<file path="config.mk">
export PLATFORM = sky130hd
export DESIGN_NAME = stepper_travel_controller_core_flat
export DESIGN_NICKNAME = d
export VERILOG_FILES = /design/src/hdl/stc_pkg.sv /design/src/hdl/stc_if.sv /design/src/hdl/stc_step.sv /design/src/hdl/stepper_travel_controller_core.sv /design/src/flat_wrapper.sv
export SDC_FILE = /design/constraint.sdc
export NUM_CORES = 1
export LEC_CHECK = 0
export ABC_AREA = 0
export BUFFER_PORTS_ARGS = -buffer_cell sky130_fd_sc_hd__buf_2
export CAP_MARGIN = 20
export CELL_PAD_IN_SITES_DETAIL_PLACEMENT = 1
export CELL_PAD_IN_SITES_GLOBAL_PLACEMENT = 1
export CORE_ASPECT_RATIO = 1.5
export CORE_UTILIZATION = 49
export CTS_BUF_LIST = sky130_fd_sc_hd__clkbuf_8
export CTS_CLUSTER_SIZE = 12
export DETAILED_ROUTE_END_ITERATION = 10
export GPL_TIMING_DRIVEN = 0
export PLACE_DENSITY_LB_ADDON = 0.1
export SYNTH_ARGS = -nofsm -noshare
export SYNTH_HDL_FRONTEND = slang
export SYNTH_HIERARCHICAL = 1
export SYNTH_SLANG_ARGS = --single-unit
</file>
<file path="constraint.sdc">
create_clock -name clk_i -period 4.2 [get_ports clk_i]
set_input_delay 1.26 -clock clk_i [delete_from_list [all_inputs] [get_ports clk_i]]
set_output_delay 1.26 -clock clk_i [all_outputs]
set_load 0.1 [all_outputs]
</file>
<file path="src/hdl/stc_pkg.sv">
// Shared types, codes and constants of the stepper travel controller.
// No dependencies; every other file of the block refers to this package.
`timescale 1ns / 1ps

package stc_pkg;

  localparam int unsigned StepW   = 16;
  localparam int unsigned CoilW   = 4;
  localparam int unsigned PhaseW  = 2;
  localparam int unsigned ReqW    = 3;
  localparam int unsigned ModeW   = 3;

  localparam logic [StepW-1:0] TravelStepsRst = 16'd2048;

  typedef enum logic [ReqW-1:0] {
    REQ_TICK   = 3'd0,
    REQ_OPEN   = 3'd1,
    REQ_CLOSE  = 3'd2,
    REQ_STOP   = 3'd3,
    REQ_MANUAL = 3'd4
  } req_e;

  typedef enum logic [ModeW-1:0] {
    MODE_CLOSED  = 3'd0,
    MODE_OPENING = 3'd1,
    MODE_OPEN    = 3'd2,
    MODE_CLOSING = 3'd3,
    MODE_STOPPED = 3'd4
  } mode_e;

  typedef struct packed {
    mode_e              mode;
    logic [PhaseW-1:0]  phase;
    logic [CoilW-1:0]   coil;
    logic [StepW-1:0]   count;
    logic [StepW-1:0]   target;
    logic               rev;
    logic               run;
  } stc_state_t;

  typedef struct packed {
    logic [CoilW-1:0]  coil_pattern;
    logic [ModeW-1:0]  travel_state;
    logic              motor_running;
    logic              command_accepted;
    logic [StepW-1:0]  steps_taken;
    logic              target_reached;
  } stc_result_t;

  function automatic logic [CoilW-1:0] coil_of(input logic [PhaseW-1:0] phase);
    logic [CoilW-1:0] pat;
    unique case (phase)
      2'd0:    pat = 4'h1;
      2'd1:    pat = 4'h2;
      2'd2:    pat = 4'h4;
      default: pat = 4'h8;
    endcase
    return pat;
  endfunction

endpackage

</file>
<file path="src/hdl/stc_if.sv">
// Handshake channels of the stepper travel controller: request, result, config.
// Depends on stc_pkg for field widths.
`timescale 1ns / 1ps

interface stc_req_if;
  logic                       valid;
  logic                       ready;
  logic [stc_pkg::ReqW-1:0]   req_type;
  logic [stc_pkg::StepW-1:0]  run_steps;
  logic                       run_reverse;

  modport source (output valid, req_type, run_steps, run_reverse, input ready);
  modport sink   (input valid, req_type, run_steps, run_reverse, output ready);
endinterface

interface stc_res_if;
  logic                       valid;
  logic                       ready;
  logic [stc_pkg::CoilW-1:0]  coil_pattern;
  logic [stc_pkg::ModeW-1:0]  travel_state;
  logic                       motor_running;
  logic                       command_accepted;
  logic [stc_pkg::StepW-1:0]  steps_taken;
  logic                       target_reached;

  modport source (output valid, coil_pattern, travel_state, motor_running,
                  command_accepted, steps_taken, target_reached, input ready);
  modport sink   (input valid, coil_pattern, travel_state, motor_running,
                  command_accepted, steps_taken, target_reached, output ready);
endinterface

interface stc_cfg_if;
  logic                       valid;
  logic                       ready;
  logic [stc_pkg::StepW-1:0]  travel_steps;

  modport source (output valid, travel_steps, input ready);
  modport sink   (input valid, travel_steps, output ready);
endinterface

</file>
<file path="src/hdl/stc_step.sv">
// Next-state and result logic for one request item of the travel controller.
// Purely combinational; depends on stc_pkg.
`timescale 1ns / 1ps

module stc_step (
  input  stc_pkg::stc_state_t            state_i,
  input  logic [stc_pkg::ReqW-1:0]       req_type_i,
  input  logic [stc_pkg::StepW-1:0]      run_steps_i,
  input  logic                           run_reverse_i,
  input  logic [stc_pkg::StepW-1:0]      travel_steps_i,
  output stc_pkg::stc_state_t            state_o,
  output stc_pkg::stc_result_t           result_o
);

  always_comb begin
    stc_pkg::stc_state_t nxt;
    logic                acc;
    logic                reached;
    nxt     = state_i;
    acc     = 1'b0;
    reached = 1'b0;
    unique case (stc_pkg::req_e'(req_type_i))
      stc_pkg::REQ_TICK: begin
        if (state_i.run) begin
          nxt.phase = state_i.rev ? state_i.phase - 2'd1 : state_i.phase + 2'd1;
          nxt.coil  = stc_pkg::coil_of(nxt.phase);
          if (state_i.target != '0) begin
            nxt.count = state_i.count + 16'd1;
            if (nxt.count >= state_i.target) begin
              nxt.coil = '0;
              nxt.run  = 1'b0;
              nxt.mode = state_i.rev ? stc_pkg::MODE_CLOSED : stc_pkg::MODE_OPEN;
              reached  = 1'b1;
            end
          end
        end
      end
      stc_pkg::REQ_OPEN: begin
        if (state_i.mode == stc_pkg::MODE_CLOSED ||
            state_i.mode == stc_pkg::MODE_STOPPED) begin
          nxt.mode   = stc_pkg::MODE_OPENING;
          nxt.rev    = 1'b0;
          nxt.count  = '0;
          nxt.target = travel_steps_i;
          nxt.run    = 1'b1;
          acc        = 1'b1;
        end
      end
      stc_pkg::REQ_CLOSE: begin
        if (state_i.mode == stc_pkg::MODE_OPEN ||
            state_i.mode == stc_pkg::MODE_STOPPED) begin
          nxt.mode   = stc_pkg::MODE_CLOSING;
          nxt.rev    = 1'b1;
          nxt.count  = '0;
          nxt.target = travel_steps_i;
          nxt.run    = 1'b1;
          acc        = 1'b1;
        end
      end
      stc_pkg::REQ_STOP: begin
        nxt.coil = '0;
        nxt.run  = 1'b0;
        if (state_i.mode == stc_pkg::MODE_OPENING ||
            state_i.mode == stc_pkg::MODE_CLOSING) begin
          nxt.mode = stc_pkg::MODE_STOPPED;
        end
      end
      stc_pkg::REQ_MANUAL: begin
        nxt.coil   = '0;
        nxt.mode   = stc_pkg::MODE_OPENING;
        nxt.rev    = run_reverse_i;
        nxt.count  = '0;
        nxt.target = run_steps_i;
        nxt.run    = 1'b1;
      end
      default: begin
      end
    endcase
    state_o                   = nxt;
    result_o.coil_pattern     = nxt.coil;
    result_o.travel_state     = nxt.mode;
    result_o.motor_running    = nxt.run;
    result_o.command_accepted = acc;
    result_o.steps_taken      = nxt.count;
    result_o.target_reached   = reached;
  end

endmodule

</file>
<file path="src/hdl/stepper_travel_controller_core.sv">
// Top level of the stepper travel controller: input register, step logic, result register.
// Depends on stc_pkg, the channel interfaces in stc_if.sv and stc_step.
//
//   channel  dir  payload                                         accepted when
//   req_i    in   req_type, run_steps, run_reverse                valid && ready
//   res_o    out  coil, state, running, accepted, steps, reached  valid && ready
//   cfg_i    in   travel_steps                                    valid && ready
//
// One item per cycle unless res_o stalls; each result passes through the result register.
// Latency is set by the input register and the result register around stc_step.
// Reset clears state to closed, coils off, travel_steps to 2048.
// A stalled result holds in the result register while one more item waits in the
// input register; req_i.ready falls only when both are full. cfg_i is always ready.
`timescale 1ns / 1ps

module stepper_travel_controller_core (
  input  logic             clk_i,
  input  logic             rst_ni,
  stc_req_if.sink          req_i,
  stc_res_if.source        res_o,
  stc_cfg_if.sink          cfg_i
);

  logic                           in_vld_q;
  logic [stc_pkg::ReqW-1:0]       req_type_q;
  logic [stc_pkg::StepW-1:0]      run_steps_q;
  logic                           run_reverse_q;
  logic                           out_vld_q;
  stc_pkg::stc_result_t           res_q;
  stc_pkg::stc_result_t           res_d;
  stc_pkg::stc_state_t            state_q;
  stc_pkg::stc_state_t            state_d;
  logic [stc_pkg::StepW-1:0]      travel_steps_q;
  logic                           out_free;
  logic                           adv;

  assign out_free    = !out_vld_q || res_o.ready;
  assign adv         = in_vld_q && out_free;
  assign req_i.ready = !in_vld_q || out_free;
  assign cfg_i.ready = 1'b1;

  stc_step u_step (
    .state_i        (state_q),
    .req_type_i     (req_type_q),
    .run_steps_i    (run_steps_q),
    .run_reverse_i  (run_reverse_q),
    .travel_steps_i (travel_steps_q),
    .state_o        (state_d),
    .result_o       (res_d)
  );

  always_ff @(posedge clk_i or negedge rst_ni) begin
    if (!rst_ni) begin
      in_vld_q       <= 1'b0;
      out_vld_q      <= 1'b0;
      travel_steps_q <= stc_pkg::TravelStepsRst;
      state_q        <= '{mode: stc_pkg::MODE_CLOSED, default: '0};
    end else begin
      if (req_i.ready) begin
        in_vld_q <= req_i.valid;
      end
      if (out_free) begin
        out_vld_q <= in_vld_q;
      end
      if (adv) begin
        state_q <= state_d;
      end
      if (cfg_i.valid) begin
        travel_steps_q <= cfg_i.travel_steps;
      end
    end
  end

  always_ff @(posedge clk_i) begin
    if (req_i.ready && req_i.valid) begin
      req_type_q    <= req_i.req_type;
      run_steps_q   <= req_i.run_steps;
      run_reverse_q <= req_i.run_reverse;
    end
    if (adv) begin
      res_q <= res_d;
    end
  end

  assign res_o.valid            = out_vld_q;
  assign res_o.coil_pattern     = res_q.coil_pattern;
  assign res_o.travel_state     = res_q.travel_state;
  assign res_o.motor_running    = res_q.motor_running;
  assign res_o.command_accepted = res_q.command_accepted;
  assign res_o.steps_taken      = res_q.steps_taken;
  assign res_o.target_reached   = res_q.target_reached;

`ifndef SYNTHESIS
  a_coil_onehot: assert property (@(posedge clk_i) disable iff (!rst_ni)
    $onehot0(state_q.coil))
    else $error("coil drive not one-hot");

  a_idle_coils_off: assert property (@(posedge clk_i) disable iff (!rst_ni)
    !state_q.run |-> state_q.coil == '0)
    else $error("coils driven while motor idle");

  a_reached_stops: assert property (@(posedge clk_i) disable iff (!rst_ni)
    out_vld_q && res_q.target_reached |->
      !res_q.motor_running && res_q.coil_pattern == '0)
    else $error("target reached but motor still driven");

  a_state_hold: assert property (@(posedge clk_i) disable iff (!rst_ni)
    !adv |=> $stable(state_q))
    else $error("state changed without an item");
`endif

endmodule

</file>
<file path="src/flat_wrapper.sv">
// flat-port wrapper written by rule: the top's interface ports become plain ports
module stepper_travel_controller_core_flat 
  (clk_i, rst_ni, req_i_valid, req_i_req_type, req_i_run_steps, req_i_run_reverse, req_i_ready, res_o_valid, res_o_coil_pattern, res_o_travel_state, res_o_motor_running, res_o_command_accepted, res_o_steps_taken, res_o_target_reached, res_o_ready, cfg_i_valid, cfg_i_travel_steps, cfg_i_ready);
  stc_req_if req_i_i ();
  stc_res_if res_o_i ();
  stc_cfg_if cfg_i_i ();
  input  logic clk_i;
  input  logic rst_ni;
  input wire logic [$bits(req_i_i.valid)-1:0] req_i_valid;
  input wire logic [$bits(req_i_i.req_type)-1:0] req_i_req_type;
  input wire logic [$bits(req_i_i.run_steps)-1:0] req_i_run_steps;
  input wire logic [$bits(req_i_i.run_reverse)-1:0] req_i_run_reverse;
  output wire logic [$bits(req_i_i.ready)-1:0] req_i_ready;
  output wire logic [$bits(res_o_i.valid)-1:0] res_o_valid;
  output wire logic [$bits(res_o_i.coil_pattern)-1:0] res_o_coil_pattern;
  output wire logic [$bits(res_o_i.travel_state)-1:0] res_o_travel_state;
  output wire logic [$bits(res_o_i.motor_running)-1:0] res_o_motor_running;
  output wire logic [$bits(res_o_i.command_accepted)-1:0] res_o_command_accepted;
  output wire logic [$bits(res_o_i.steps_taken)-1:0] res_o_steps_taken;
  output wire logic [$bits(res_o_i.target_reached)-1:0] res_o_target_reached;
  input wire logic [$bits(res_o_i.ready)-1:0] res_o_ready;
  input wire logic [$bits(cfg_i_i.valid)-1:0] cfg_i_valid;
  input wire logic [$bits(cfg_i_i.travel_steps)-1:0] cfg_i_travel_steps;
  output wire logic [$bits(cfg_i_i.ready)-1:0] cfg_i_ready;
  assign req_i_i.valid = req_i_valid;
  assign req_i_i.req_type = req_i_req_type;
  assign req_i_i.run_steps = req_i_run_steps;
  assign req_i_i.run_reverse = req_i_run_reverse;
  assign req_i_ready = req_i_i.ready;
  assign res_o_valid = res_o_i.valid;
  assign res_o_coil_pattern = res_o_i.coil_pattern;
  assign res_o_travel_state = res_o_i.travel_state;
  assign res_o_motor_running = res_o_i.motor_running;
  assign res_o_command_accepted = res_o_i.command_accepted;
  assign res_o_steps_taken = res_o_i.steps_taken;
  assign res_o_target_reached = res_o_i.target_reached;
  assign res_o_i.ready = res_o_ready;
  assign cfg_i_i.valid = cfg_i_valid;
  assign cfg_i_i.travel_steps = cfg_i_travel_steps;
  assign cfg_i_ready = cfg_i_i.ready;
  stepper_travel_controller_core u_core (.clk_i(clk_i), .rst_ni(rst_ni), .req_i(req_i_i), .res_o(res_o_i), .cfg_i(cfg_i_i));
endmodule
</file>
==> metrics, run 1 <==
Ports 70; Reg clk slew, reported paths 0.10 ns; PortBufs between 60 and 70; starting DRC count in detailed routing between 150 and 200; Core Util, Final 57.3%; Mean Syn Cell Area 12.2 um2; RSZ-0062 raised after global routing false; initial antenna violation count 0; Max-slew headroom 41.8%; Primary FF master, synth dfrtp_1; post-synthesis sequential area ratio 50.4%; pre-CTS WS -0.101 ns; Post-synth EDFFs 46; reg2reg end u_core/state_q[41]$_DFFE_PN0P_; worst skew pair latency 0.37 ns; Crit. End Element flip-flop; synthesized cell area 5770 um2; fin nets 612; peak supply drop between 200 and 250 uV; remaining global-route overflow 0; Crit Path Class reg -> reg; hpwl dp approximately 9500 um; crit path DAT 4.21 ns; Min-Delay Path Class reg -> reg; setup ws final between 0.2 and 0.3 ns; vias per inst 5.56; Synth Net Count roughly 530; Critical Path RT 4.47 ns; area leader, netlist dfrtp_1; Critical path destination u_core/state_q[41]$_DFFE_PN0P_; Total GRT Usage between 20% and 30%; post-synth cell types 59; PwrDens about 500 nW/um2; hold_ws about 0.52 ns; startpoint types flip-flop; first-pass GRT wire length 21300 um; Die Y 135 um; flop2flop setup slack 0.26 ns; Wirelength per Cell 18.0 um; asr flop ratio synth between 50% and 60%; CTS Hold Bufs 0; f_max 0.254 GHz; Max clock buf depth 2; count of final max-slew check failures 0; root buf cell clkbuf_8; final cycle utilization of the critical path 93.8%; Max FO, Critical Path 6; synthesized flop and latch total 107; clock sink total 107; remaining routing DRC violations 0; RD Place Congestion 0.848; Tmin final between 3 and 4 ns; top cell type's share of synthesized area 26.0%; largest net degree at the start of global routing 62; TritonCTS clock tree yes; most common cell in the netlist dfrtp_1; row count 48; Ys Warns 6; share of cells above drive strength 1 between 30% and 40%; outcome completed; H-Tree Depth 3; total CTS buffers 9; number of diodes 0; crit-path cells nand2_1 -> or3_1 -> clkbuf_1 -> nor3_1 -> xor2_1 -> ha_1 -> nand4_1 -> nor3_2 -> or4b_4 -> a311oi_4 -> o211ai_1 -> buf_4 -> mux2_4; number of global-route vias before repair 4229; Synth Instances roughly 470; chip width 90.6 um; depth of the most critical reg-to-reg path 13; starting density of the core 50.3%; most frequent cells after synthesis dfrtp_1, edfxtp_1, inv_1; Clock Skew 0.00986 ns; total wire length 12700 um; RR Startpoint u_core/state_q[26]$_DFFE_PN0P_; Max Cap Violations 0; Fin. Hold Viols 0; 1st-pass router iterations 6; antenna-violating nets left 0; core area between 10000 and 15000 um2; slowest stage cell, crit path or4b_4; Pleak 3.06 nW; max incr delay on CP between 0.5 and 0.6 ns; final count of negative-setup-slack endpoints 0; die area around 12000 um2; Setup crit start u_core/state_q[26]$_DFFE_PN0P_; Vias 3919; actual slew at the worst max-slew pin ~0.87 ns; Area growth, synth to finish 14.0%; largest cells by area after synthesis dfrtp_1, edfxtp_1, mux2_4, ha_1, mux2_2
==> stage by stage <==
step / total power [mW] / instance area [um2] / TNS (ns) / instances
5_1_grt: 3.46 / 6580 / 0 / 705
3_5_place_dp: 2.61 / 6290 / -0.231 / 688
2_1_floorplan: 2.33 / 5770 / 0 / 471
6_report: 3.28 / 6580 / 0 / 705
3_3_place_gp: 2.55 / 6290 / -0.0251 / 688
4_1_cts: 3.28 / 6510 / 0 / 704
==> worst max-delay path, delay by kind of cell, from the launching register on <==
kind                     cells  cell delay [ns]
AO/OA/AOI/OAI                2             0.54
AND/OR/NAND/NOR              6             1.73
buffers and inverters        2             0.34
multiplexers                 1             0.25
adder cells (fa/ha/maj)      1             0.34
XOR/XNOR                     1             0.17
flip-flops                   1             0.46
==> per-layer routing <==
layer / global-route usage, % / part of all wire [%] / up-vias
met1: 26.5 / 41 / 1959
li1: - / - / 1854
met3: 2.31 / 2.4 / 22
met5: 0 / 0 / -
met4: 9.68 / 1.9 / 0
met2: 41.4 / 54 / 84
==> cells by family (layout without fill, tap and decap cells) <==
kind of cell	count (synthesis)	count (layout)	share of synthesized area, %
muxes	61	61	14.4
buffers and inverters	87	171	8.03
xor gates and xnor gates	17	17	2.58
DFF	107	107	50.4
AOI/OAI and AO/OA	91	91	11.4
and+or+nand+nor	86	86	8.53
other	1	1	0.0650
adders and majority gates	21	21	4.56
==> cell usage in the layout, fill, tap and decap left out, drive strengths merged, types with 16 or more instances in the layout <==
| cell | instances |
|---|---|
| mux2 | 59 |
| dfrtp | 60 |
| a222oi | 16 |
| ha | 21 |
| inv | 47 |
| o21ai | 20 |
| clkbuf | 16 |
| a21oi | 18 |
| buf | 105 |
| edfxtp | 46 |
| nand2 | 28 |
==> layout make-up <==
class	instances	area [um2]
Buffer	44	302
Clock buffer	9	124
Clock inverter	7	83.8
Fill cell	1206	4890
Inverter	43	161
Multi-Input combinational cell	277	2440
Sequential cell	107	2910
Tap cell	150	188
Timing Repair Buffer	68	365
==> worst min-delay path by stage <==
stage / startpoint / to / slack (ns) / depth (start not counted)
floorplan: u_core/state_q[23]$_DFFE_PN0P_ / u_core/state_q[23]$_DFFE_PN0P_ / 0.48 / 1
global placement: u_core/state_q[23]$_DFFE_PN0P_ / u_core/state_q[23]$_DFFE_PN0P_ / 0.49 / 1
detailed placement: u_core/state_q[41]$_DFFE_PN0P_ / u_core/state_q[41]$_DFFE_PN0P_ / 0.49 / 1
CTS: u_core/state_q[23]$_DFFE_PN0P_ / u_core/state_q[23]$_DFFE_PN0P_ / 0.52 / 1
global route: u_core/state_q[37]$_DFFE_PN0P_ / u_core/state_q[37]$_DFFE_PN0P_ / 0.54 / 1
finish: u_core/state_q[23]$_DFFE_PN0P_ / u_core/state_q[23]$_DFFE_PN0P_ / 0.52 / 1
==> sequential cells by signal (all words and copies together), names as in the netlist, 3 cells and up <==
signal,count
u_core/run_steps_q,16
u_core/res_o.travel_state,3
u_core/travel_steps_q,16
u_core/res_o.steps_taken,16
u_core/state_q,43
u_core/req_type_q,3
u_core/res_o.coil_pattern,4
==> what timing repair did <==
| item | 4_1_cts | 5_1_grt |
|---|---|---|
| endpoints found under the setup margin | 8 | 8 |
| setup buffers | 0 | 0 |
| gates resized for setup | 2 | 6 |
==> report_power, final <==
part           switching (mW)  internal, mW  total [mW]
clock network           0.368         0.287       0.655
logic                   0.689         0.497        1.19
registers               0.165          1.27        1.44
total                    1.22          2.06        3.28
No activity file was read; power rests on OpenSTA's default activity.
==> run 2, diff against run 1 <==
--- a/config.mk
+++ b/config.mk
@@ -13,3 +13,3 @@
 export CORE_ASPECT_RATIO = 1.5
-export CORE_UTILIZATION = 49
+export CORE_UTILIZATION = 33
 export CTS_BUF_LIST = sky130_fd_sc_hd__clkbuf_8
--- a/constraint.sdc
+++ b/constraint.sdc
@@ -3,2 +3,2 @@
 set_output_delay 1.26 -clock clk_i [all_outputs]
-set_load 0.1 [all_outputs]
+set_load 0.05 [all_outputs]
==> run 2 against run 1 <==
  * Maximum frequency is 1.8% higher
  * Hold slack barely moved
  * Core utilization is 18 points lower
  * Critical endpoint unchanged
  * Final cell count is 8.5% higher
  * Sequential power hardly changed
  * Via count down 3.3%
  * Critical path type unchanged
  * Combinational power decreased by 11%
  * Global-route usage decreased by 6.8 points
  * Routed wire length is 2.6% higher
  * Sequential share of layout area shrank 0.54 points
  * Power shrank 3.2%
  * Register-to-register slack gained 0.07 ns
==> metrics, run 2 (synthesis results as in run 1) <==
core area 16900 um2 (+47%); PwrDens 477 nW/um2 (-4.5%); Pleak 3.06 nW (about the same); most common cell after layout, fill and taps aside buf_2; largest net degree at the start of global routing 62 (unchanged); Fillers 1876 (+56%); actual slew at the worst max-slew pin 0.897 ns (+0.0235 ns); max reg flops 43 (unchanged); initial antenna violation count 0 (unchanged); worst skew pair latency 0.38 ns (about the same); Area growth, synth to finish 15.6%; Tmin final 3.87 ns (-0.0705 ns); root buf cell clkbuf_8; RSZ-0062 raised after global routing false; chip width 110 um (+21%); Wirelength per Cell 17.1 um (-5.5%); largest register by flop count u_core/state_q; Max-slew headroom 40.2% (-1.6 points); Clock Skew 0.0161 ns (+0.00624 ns); outcome completed; remaining routing DRC violations 0 (unchanged); count of final max-slew check failures 0 (unchanged); antenna-violating nets left 0 (unchanged); total CTS buffers 9 (unchanged); PortBufs 67 (unchanged); clock sink total 107 (unchanged); total wire length 13100 um (+2.6%); first-pass GRT wire length 21400 um (+0.29%); starting DRC count in detailed routing 131 (-21%); Min-Delay Path Class reg -> reg; 1st-pass router iterations 4 (-2); H-Tree Depth 3 (unchanged); peak supply drop 183 uV (-19%); fin nets 612 (unchanged); Ports 70 (unchanged); most frequent cells in the layout buf_2, dfrtp_1, edfxtp_1; RD Place Congestion 0.819 (-3.3%); number of diodes 0 (unchanged); Fin. Hold Viols 0 (unchanged); Max FO, Critical Path 6 (unchanged); number of global-route vias before repair 4069 (-3.8%); slowest stage cell, crit path or4b_4; Reg clk slew, reported paths 0.11 ns (about the same); Die Y 164 um (+22%); die area 18000 um2 (+48%); vias per inst 4.95 (-11%); delay-heaviest family, CP simple AND/OR/NAND/NOR gates; starting density of the core 34.1% (-16 points); Vias 3790 (-3.3%); Crit. End Element flip-flop; max incr delay on CP 0.55 ns (about the same); share of cells above drive strength 1 35.7% (+0.36 points); Max clock buf depth 2 (unchanged); RR Startpoint u_core/state_q[25]$_DFFE_PN0P_; startpoint types flip-flop; crit-path cells nand2_1 -> or3_1 -> clkbuf_1 -> nor4_2 -> xor2_1 -> ha_1 -> nand4_1 -> nor3_2 -> or4b_4 -> a311oi_4 -> o211ai_1 -> buf_4 -> mux2_4; CP Buf/Inv Count 2 (unchanged); final count of negative-setup-slack endpoints 0 (unchanged); row count 58 (+21%); TritonCTS clock tree yes; CTS Hold Bufs 0 (unchanged); setup TNS 0 ns (unchanged); crit path DAT 4.14 ns (-0.07 ns); Crit Path Class reg -> reg; hpwl dp 9920 um (+4.3%); Critical Path RT 4.47 ns (about the same); Hold Path Origin u_core/state_q[40]$_DFFE_PN0P_; Max Cap Violations 0 (unchanged); final cycle utilization of the critical path 92.2% (-1.7 points); total power 3.18 mW (-3.2%); Total GRT Usage 15.7% (-6.8 points); Setup crit start u_core/state_q[25]$_DFFE_PN0P_; f_max 0.258 GHz (+1.8%); remaining global-route overflow 0 (unchanged)
-- run 2: cell counts in the layout (fill, tap and decap cells not counted) --
Identical to the previous run, type by type.
-- run 2: metrics by stage --
stage               instances  hold slack (ns)  util (%)  area (um2)  worst slack, ns
floorplan                 471            0.476         -        5770            0.615
global placement          748            0.493      37.6        6360           -0.131
detailed placement        748            0.490      37.7        6370           -0.199
CTS                       764            0.523      39.1        6610           0.0635
global route              765            0.539      39.4        6660           0.0468
finish                    765            0.521      39.4        6660            0.330
-- run 2: where the power goes --
group / switching, mW / internal, mW
sequential: 0.158 / 1.27
combinational: 0.564 / 0.497
clock: 0.390 / 0.293
total: 1.11 / 2.06
-- run 2: metal layers --
layer  up-vias  wire length (um)  track usage [%]
met4         0               277             5.58
met5         -                 0                0
li1       1853                 -                -
met1      1865              5710             19.6
met2        62              6730             27.0
met3        10               340             2.62
-- run 2: final timing paths --
kind | slack (ns) | cells past startpoint | to
max | 0.33 | 13 | u_core/state_q[41]$_DFFE_PN0P_
min | 0.52 | 1 | u_core/state_q[40]$_DFFE_PN0P_
max reg2reg | 0.33 | 13 | u_core/state_q[41]$_DFFE_PN0P_
min reg2reg | 0.52 | 1 | u_core/state_q[40]$_DFFE_PN0P_
max in group asynchronous | 2.62 | 1 | u_core/state_q[26]$_DFFE_PN0P_
min in group asynchronous | 0.96 | 1 | u_core/state_q[34]$_DFFE_PN0P_
-- run 2: timing repair --
action | 4_1_cts | 5_1_grt
hold endpoints to repair | 0 | 0
pin swaps | 0 | 0
resized for setup | 4 | 6
setup endpoints to repair | 8 | 8
setup buffers | 0 | 0
-- run 2: final cells by class --
type / instances / area, um2 / area share [%]
clock inverter: 7 / 93.8 / 1.41
timing repair buffer: 68 / 365 / 5.48
buffer: 44 / 302 / 4.52
multi-input combinational: 277 / 2440 / 36.7
tap: 210 / 263 / 3.94
clock buffer: 9 / 124 / 1.86
inverter: 43 / 161 / 2.42
sequential: 107 / 2910 / 43.7
==> run 3, diff against run 2 <==
CELL_PAD_IN_SITES_DETAIL_PLACEMENT = 0   (was 1)
CELL_PAD_IN_SITES_GLOBAL_PLACEMENT = 2   (was 1)
CORE_MARGIN = 1.5   (was default)
SKIP_CTS_REPAIR_TIMING = 1   (was default)
==> run 3 against run 2 <==
  * Via count rose by 0.84%
  * Sequential cell count did not move
  * Global-route usage decreased by 1.2 points
  * Clock power down 2%
==> metrics, run 3 (synthesis results as in run 1) <==
actual slew at the worst max-slew pin 0.947 ns (+0.0506 ns); Crit. End Element flip-flop; clock sink total 107 (unchanged); final cycle utilization of the critical path 93.2% (+1.1 points); total wire length 12800 um (-1.9%); Crit Path Class reg -> reg; final count of negative-setup-slack endpoints 0 (unchanged); outcome completed; Wirelength per Cell 16.7 um (-2.3%); peak supply drop 169 uV (-7.5%); fin nets 612 (unchanged); TritonCTS clock tree yes; Core Util, Final 38.7% (-0.73 points); worst skew pair latency 0.39 ns (about the same); RD Place Congestion 0.838 (+2.2%); Area growth, synth to finish 15.4%; vias per inst 4.98 (+0.45%); multi-input logic area 2440 um2 (-0.15%); f_max 0.255 GHz (-1.2%); FF/Latch Area 2910 um2 (about the same); Placement Cell Area 6370 um2 (about the same); Max FO, Critical Path 6 (unchanged); PwrDens 474 nW/um2 (-0.55%); largest net degree at the start of global routing 62 (unchanged); first-pass GRT wire length 20500 um (-4.3%); post-route cell area 6650 um2 (-0.17%); remaining routing DRC violations 0 (unchanged); core area 17200 um2 (+1.7%); number of diodes 0 (unchanged); Max-slew headroom 36.8% (-3.4 points); share of cells above drive strength 1 35.5% (-0.18 points); Critical Path RT 4.48 ns (about the same); startpoint types flip-flop; Reg clk slew, reported paths 0.11 ns (about the same); number of global-route vias before repair 3891 (-4.4%); setup TNS 0 ns (unchanged); Fillers 1732 (-7.7%); crit path DAT 4.19 ns (+0.05 ns); Die Y 165 um (+0.61%); initial antenna violation count 0 (unchanged); Clock Skew 0.0102 ns (-0.00586 ns); max reg flops 43 (unchanged); chip width 111 um (+0.91%); Max clock buf depth 2 (unchanged); Total GRT Usage 14.5% (-1.2 points); count of final max-slew check failures 0 (unchanged); most frequent cells in the layout buf_2, dfrtp_1, edfxtp_1; total CTS buffers 9 (unchanged); root buf cell clkbuf_8; 1st-pass router iterations 5 (+1); remaining global-route overflow 0 (unchanged); Max Cap Violations 0 (unchanged); hold_ws 0.515 ns (-0.00543 ns); hpwl dp 9580 um (-3.5%); Tmin final 3.92 ns (+0.0451 ns); RSZ-0062 raised after global routing false; Min-Delay Path Class reg -> reg; Vias 3822 (+0.84%); Pleak 3.06 nW (-0.16%); H-Tree Depth 3 (unchanged); die area 18300 um2 (+1.5%); antenna-violating nets left 0 (unchanged); starting density of the core 33.5% (-0.58 points); largest register by flop count u_core/state_q; row count 59 (+1.7%); Ports 70 (unchanged); PortBufs 67 (unchanged); most common cell after layout, fill and taps aside buf_2; starting DRC count in detailed routing 105 (-20%); Fin. Hold Viols 0 (unchanged)
==> run 3: changes by cell type in the layout (fill, tap and decap cells not counted) <==
cell,delta
a31oi_2,+1
nor3_1,-1
dfrtp_1,+2
clkinv_4,+1
clkinv_8,-1
clkinvlp_4,+1
nor3_2,+1
dfrtp_2,-2
inv_6,-1
a31oi_4,-1
==> run 3: final cells by class <==
class                      count  share of cell area, %
timing repair buffer          68                   5.49
clock inverter                 7                   1.28
multi-input combinational    277                   36.7
inverter                      43                   2.43
buffer                        44                   4.53
sequential                   107                   43.7
tap                          213                   4.01
clock buffer                   9                   1.86
==> run 3: per-layer routing <==
layer / global-route usage, % / share of wire (%)
met1: 17.4 / 43
met3: 2.20 / 3.4
met5: 0 / 0
met4: 6.99 / 2.3
met2: 25.6 / 51
==> run 3: worst max-delay path, cell delays in order, from the launching register on <==
cell	delay, ns
dfrtp_1	0.45
inv_1	0.10
or3_1	0.37
clkbuf_1	0.18
nor4_2	0.30
xor2_1	0.13
ha_1	0.34
nand4_1	0.16
nor3_2	0.25
or4b_4	0.54
a311oi_4	0.35
o211ai_1	0.19
buf_4	0.16
mux2_4	0.26
==> run 3: final timing paths <==
kind | start | to | slack (ns) | depth (start not counted)
max | u_core/state_q[24]$_DFFE_PN0P_ | u_core/state_q[41]$_DFFE_PN0P_ | 0.28 | 13
min | u_core/state_q[41]$_DFFE_PN0P_ | u_core/state_q[41]$_DFFE_PN0P_ | 0.52 | 1
max reg2reg | u_core/state_q[24]$_DFFE_PN0P_ | u_core/state_q[41]$_DFFE_PN0P_ | 0.28 | 13
min reg2reg | u_core/state_q[41]$_DFFE_PN0P_ | u_core/state_q[41]$_DFFE_PN0P_ | 0.52 | 1
max in group asynchronous | rst_ni | u_core/state_q[25]$_DFFE_PN0P_ | 2.67 | 1
min in group asynchronous | rst_ni | u_core/state_q[36]$_DFFE_PN0P_ | 0.95 | 1
==> run 3: power breakdown <==
group          internal, mW  switching, mW
clock                 0.287          0.385
sequential             1.27          0.162
combinational         0.492          0.553
total                  2.05           1.10
==> run 3: stage by stage <==
| stage | total power [mW] | instances | setup WS, ns |
|---|---|---|---|
| 6_report | 3.15 | 768 | 0.284 |
| 5_1_grt | 3.37 | 768 | 0.0357 |
| 4_1_cts | 3.19 | 767 | -0.199 |
| 3_5_place_dp | 2.49 | 751 | -0.160 |
| 3_3_place_gp | 2.47 | 751 | -0.143 |
| 2_1_floorplan | 2.22 | 471 | 0.615 |
